--- config.mk ---
export PLATFORM = sky130hd
export DESIGN_NAME = tksi_ctrl
export DESIGN_NICKNAME = d
export VERILOG_FILES = /design/src/rtl/core/tksi_pkg.sv /design/src/rtl/core/tksi_ctrl.sv
export SDC_FILE = /design/constraint.sdc
export NUM_CORES = 1
export LEC_CHECK = 0
export BUFFER_PORTS_ARGS = -buffer_cell sky130_fd_sc_hd__buf_2
export CORE_UTILIZATION = 41
export DETAILED_ROUTE_END_ITERATION = 7
export GPL_ROUTABILITY_DRIVEN = 0
export PLACE_DENSITY = 0.72
export SYNTH_ARGS = -nofsm -noshare
export SYNTH_HDL_FRONTEND = slang
export SYNTH_SLANG_ARGS = --single-unit
--- constraint.sdc ---
create_clock -name clk -period 2.2 [get_ports clk]
set_clock_uncertainty 0.1 [all_clocks]
set_input_delay 0.11 -clock clk [delete_from_list [all_inputs] [get_ports clk]]
set_output_delay 0.11 -clock clk [all_outputs]
set_load 0.03 [all_outputs]
--- src/rtl/core/tksi_pkg.sv ---
// Shared types and constants for the top-k score insertion block.
// No dependencies; compile first.
package tksi_pkg;

    localparam int TKSI_MAX_DEPTH = 32;
    localparam int ID_W           = 20;
    localparam int SCORE_W        = 32;
    localparam int RANK_W         = 6;
    localparam int DEPTH_W        = 7;

    localparam logic [DEPTH_W-1:0] DEPTH_RESET = 7'd32;

    // item kind codes
    localparam logic KIND_OFFER = 1'b0;
    localparam logic KIND_DUMP  = 1'b1;

    // controller to datapath commands
    typedef struct packed {
        logic insert;
        logic shift;
        logic clear;
    } tksi_cmd_t;

    // datapath to controller status
    typedef struct packed {
        logic [DEPTH_W-1:0] depth;
    } tksi_stat_t;

endpackage

--- src/rtl/core/tksi_ctrl.sv ---
// Controller: idle/dump state machine and rank counter, issues list commands.
// Depends on tksi_pkg.
module tksi_ctrl
    import tksi_pkg::*;
(
    input  logic              clk,
    input  logic              rst_n,
    input  logic              item_fire,
    input  logic              item_kind,
    input  logic              out_ready,
    input  tksi_stat_t        stat,
    output logic              item_ready,
    output logic              out_valid,
    output logic [RANK_W-1:0] out_rank,
    output logic              out_last,
    output tksi_cmd_t         cmd
);

    typedef enum logic {
        ST_IDLE,
        ST_DUMP
    } state_t;

    state_t            state_reg, state_next;
    logic [RANK_W-1:0] cnt_reg, cnt_next;
    logic              valid_reg, valid_next;
    logic              out_fire;

    assign out_fire   = valid_reg && out_ready;
    assign out_last   = (({1'b0, cnt_reg}) + DEPTH_W'(1)) == stat.depth;
    assign out_valid  = valid_reg;
    assign out_rank   = cnt_reg;
    assign item_ready = (state_reg == ST_IDLE);

    always_comb
    begin
        state_next = state_reg;
        cnt_next   = cnt_reg;
        valid_next = valid_reg;
        cmd        = '0;
        case (state_reg)
            ST_IDLE:
            begin
                if (item_fire && item_kind == KIND_OFFER)
                begin
                    cmd.insert = 1'b1;
                end
                else if (item_fire)
                begin
                    state_next = ST_DUMP;
                    cnt_next   = '0;
                    valid_next = 1'b1;
                end
            end
            ST_DUMP:
            begin
                if (out_fire)
                begin
                    cmd.shift = 1'b1;
                    if (out_last)
                    begin
                        cmd.clear  = 1'b1;
                        state_next = ST_IDLE;
                        valid_next = 1'b0;
                    end
                    else
                    begin
                        cnt_next = cnt_reg + RANK_W'(1);
                    end
                end
            end
            default:
            begin
                state_next = ST_IDLE;
                valid_next = 1'b0;
            end
        endcase
    end

    always_ff @(posedge clk or negedge rst_n)
    begin
        if (!rst_n)
        begin
            state_reg <= ST_IDLE;
            cnt_reg   <= '0;
            valid_reg <= 1'b0;
        end
        else
        begin
            state_reg <= state_next;
            cnt_reg   <= cnt_next;
            valid_reg <= valid_next;
        end
    end

    a_no_item_while_dumping: assert property (@(posedge clk) disable iff (!rst_n)
        valid_reg |-> !item_ready)
        else $error("item ready while results pending");

    a_last_ends_dump: assert property (@(posedge clk) disable iff (!rst_n)
        (out_fire && out_last) |=> (state_reg == ST_IDLE && !valid_reg))
        else $error("dump did not end after last beat");

    a_rank_advances: assert property (@(posedge clk) disable iff (!rst_n)
        (out_fire && !out_last) |=> (cnt_reg == $past(cnt_reg) + RANK_W'(1)))
        else $error("rank did not advance");

endmodule

; Word-level counts from Yosys, hierarchy flattened
; Index checks and enable logic that the tools add are counted.
[classes]
add_sub_neg = 2
eq_ne = 6
muxes = 20
bitwise_logic = 2
reduce_logical = 4
[ops]
columns = cell, count
row1 = 2-to-1 mux 6 bit, 4
row2 = case mux 6 bit (2 select lines), 1
row3 = 2-to-1 mux 1 bit, 11
row4 = "!= test 2 bit, second input constant", 4
row5 = AND reduction 4 bit, 2
row6 = "adder 6 x 1 -> 7 bit, second input constant", 1
row7 = == test 7 bit, 1
row8 = "adder 6 x 1 -> 6 bit, second input constant", 1
row9 = 2-to-1 mux 2 bit, 2
row10 = case mux 1 bit (2 select lines), 2
row11 = logical AND 1 bit, 2
row12 = "!= test 2 x 1 -> 1 bit, second input constant", 1
row13 = NOT 1 bit, 2
[totals]
reg_bits = 8
in_bits = 12
out_inout_bits = 12
wordCells = 37

; Longest topological paths before layout
[depth]
word_depth = 5
depth_mapped = 8

; Worst setup path after synthesis
; Ideal clock, no wire load.
[synth_path]
path_type = register -> register
from = reg cnt_reg[2], in the netlist out_rank[2]
to = reg valid_reg, in the netlist out_valid
setup_time_ns = 0.136
arrival_time_ns = 2.630
required_ns = 1.964
setup_slack_ns = -0.666
stages_incl_launch_ff = 8
path_buffers = 1
period_less_slack_ns = 2.866
cell_sequence = dfrtp_1 -> buf_4 -> nand3_4 -> o21a_1 -> or4_4 -> a2111oi_4 -> and2_2 -> o21ai_0
[synth_between]
elab_chain_len = 4
[synth_rtl]
columns = item, line_no
row1 = start: declaration, tksi_ctrl.sv:25  ; logic [RANK_W-1:0] cnt_reg, cnt_next;
row2 = start signal: assignment, tksi_ctrl.sv:91  ; cnt_reg <= cnt_next;
row3 = adder 6 x 1 -> 7 bit, tksi_ctrl.sv:30  ; assign out_last = (({1'b0, cnt_reg}) + DEPTH_W'(1)) == stat.depth;
row4 = == test 7 bit, tksi_ctrl.sv:30
row5 = via out_last, tksi_ctrl.sv:15  ; output logic out_last,
row6 = != test 2 bit (no source line), --
row7 = AND reduction 4 bit (no source line), --
row8 = end signal: assignment, tksi_ctrl.sv:92  ; valid_reg <= valid_next;
row9 = end: declaration, tksi_ctrl.sv:26  ; logic valid_reg, valid_next;
; The timed path passes the listed nets, and every way through them passes these cells.
; A chain may end at the register's enable or synchronous reset.

==> results.cfg <==
[outcome]
status = complete, but fails checks
violations = negative setup slack

[power]
p_leak_uw = 0.0004352
pwr-share-comb_pct = 67.1
pwr_density_cell_nw_per_um2 = 1356
clockPowerShare_pct = 10.3
p_int_uw = 661.8
p_switching_uw = 586.5
swShare_pct = 46.99
vdd_ir_drop_max_v = 0.0008629
pwr-share-seq_pct = 22.6
total_power_uw = 1248

[place]
dpl.hpwl_um = 1187
post-place-ws_ps = -126.4
placed_cells = 109
portBuffers = 23

[grt]
grt_antenna_before_repair = 0
grt_max_degree = 9
grt_usage_pct = 25.52
grt_pass1_wl_um = 2511
grt_overflow_total = 0
grt_pass1_vias = 587

[clock_tree]
cts.sinks = 8
cts_buffers = 3
cts_tree = yes
h-tree-depth = 1
clk_latency_ps = 270
cts_max_path_buffers = 2
clkSlewWorstSetupHoldPaths_ps = 60
cts-root-buf = clkbuf_4

[synthesis]
synth-async-reset-ratio_pct = 100.0
synth_area_leaders = dfrtp_1 (33%), xnor2_1 (10%), xor2_1 (5.8%)
yosys.area.top_type = dfrtp_1
yosysWarnings = 0
ys.flop_type = dfrtp_1
synth_top_area_share_pct = 33.26
synthesis.nets = 75
synth_edf_count = 0
syn-cell-area_um2 = 601.8
yosys.cell_types.count = 28
synth-seq-area-share_pct = 33.26
syn_inst = 62
syn_area_per_cell_um2 = 9.707
ys_seq_elements = 8

[timing]
fmax_mhz = 416.9
setup_viol = 7
period_needed_ps = 2399
final_max_slew_viol_count = 0
worst_pin_slew_ps = 354.8
setup_ws_ps = -198.9
rsz0062_at_grt = yes
period_share_pct = 109.0
hold_viol_final = 0
slew_headroom_pct = 76.35

[layout]
largest_reg_flops = 6
area_delta_synth_final_pct = 53.01
antennaDiodeCount = 0
drive_above_1_share_pct = 55.24
num-nets-final = 119
final_cell_count_no_fill = 120

[route]
drc = 0
routed_wirelength_um = 1704
wl_per_cell_um = 14.20
drtPass1Iterations = 4
drt_iter0_drc = 30
ant_nets = 0
drt-vias-per-instance = 5.425
num_vias = 651

[critical_path]
r2r-end = out_rank[2]
crit_type = reg2out
end_kind = output port
cp_max_fo = 4
cp-startpoint = out_rank[0]
crit_end = cmd[0]
rrSetupSlack_ps = -80
reg2regPathDepth = 8
critPathLaunchType = register
crit_arrival_ps = 2190
rr_startpoint = out_rank[0]
critPathRequiredTime_ps = 1990

[floorplan]
die_h_um = 40.31
core_area_um2 = 1334
die_area_um2 = 1625
fp.dieW_um = 40.31
initial_core_util_pct = 45.12
rows = 13
io_pins = 24

[run]
drv_cap = 0

[hold_path]
min_path_type = in2reg
-- cells by family (layout without fill, tap and decap cells) --
kind of cell	after synthesis	in the layout	synth area share, %
buffers and inverters	7	50	6.444
XOR/XNOR	11	11	16.01
flip-flops	8	8	33.26
AO/OA/AOI/OAI	13	13	17.46
adder cells (fa/ha/maj)	1	1	2.079
multiplexers	2	2	3.327
AND/OR/NAND/NOR	20	20	21.41
-- cells in the final DEF, fill, tap and decap left out, types with 3 or more instances in the layout --
cell and instances:
buf_2 21, buf_4 17, xnor2_1 7, dfrtp_2 5, nand3_1 4, inv_1 4
xor2_1 4, a21oi_1 3, nand2_1 3, o21ai_0 3, clkbuf_4 3, dfrtp_1 3
buf_6 3
-- metrics by stage --
stage	hold WS (ps)	setup TNS [ps]	utilization, %	area (µm²)
2_1_floorplan	-285.6	-4527	-	624.3
3_5_place_dp	-132.8	-503.3	60.88	812.0
5_1_grt	53.19	-1547	69.04	920.9
4_1_cts	13.35	-556.1	67.64	902.1
6_report	13.37	-714.1	69.04	920.9
3_3_place_gp	-139.0	-0.09237	60.88	812.0
-- worst max-delay path, stage by stage, from the launching register on --
cell,delay (ps)
dfrtp_2,410
nand3_4,70
o21a_1,180
or4_4,500
a2111oi_4,390
and2_4,230
buf_6,130
-- routing by layer --
metal	track usage [%]	part of all wire, %
met1	25.17	39
met2	45.97	52
met3	11.67	6.5
met4	10.00	2.7
met5	0	0
-- layout make-up --
| type | count | area (µm²) |
|---|---|---|
| tap | 15 | 18.77 |
| inverter | 4 | 15.01 |
| multi-input combinational | 47 | 377.9 |
| sequential | 8 | 206.4 |
| fill | 116 | 412.9 |
| timing repair buffer | 42 | 276.5 |
| clock buffer | 4 | 26.28 |
-- power groups by stage --
stage	logic (µW)	clock network, µW	registers (µW)
floorplan	422	0	409
global placement	757	0	280
detailed placement	772	0	286
CTS	820	132	282
global route	912	145	289
finish	838	128	283
-- worst min-delay path by stage --
stage                          from     endpoint  cells after the start
after global placement        rst_n    out_valid                      1
after detailed placement      rst_n    out_valid                      1
final                     item_fire    state_reg                      3
after global routing      item_kind    state_reg                      3
after CTS                 item_fire    state_reg                      3
after floorplan               rst_n  out_rank[0]                      0
-- synthesized netlist by cell type (2+ instances only) --
master,n
a21oi_1,3
a31o_1,2
dfrtp_1,8
inv_1,4
mux2i_1,2
nand2_1,4
nand3_1,4
nand3b_1,2
nor3_1,2
o211ai_1,2
o21ai_0,3
xnor2_1,7
xor2_1,4
-- what timing repair did --
action | 4_1_cts | 5_1_grt
pin swaps | 2 | 1
setup endpoints to repair | 8 | 10
hold buffers | 1 | 0
setup buffers | 4 | 2
gates cloned | 0 | 0
resized for setup | 7 | 1
endpoints found under the hold margin | 8 | 0
Power figures use the tool's default switching activity.
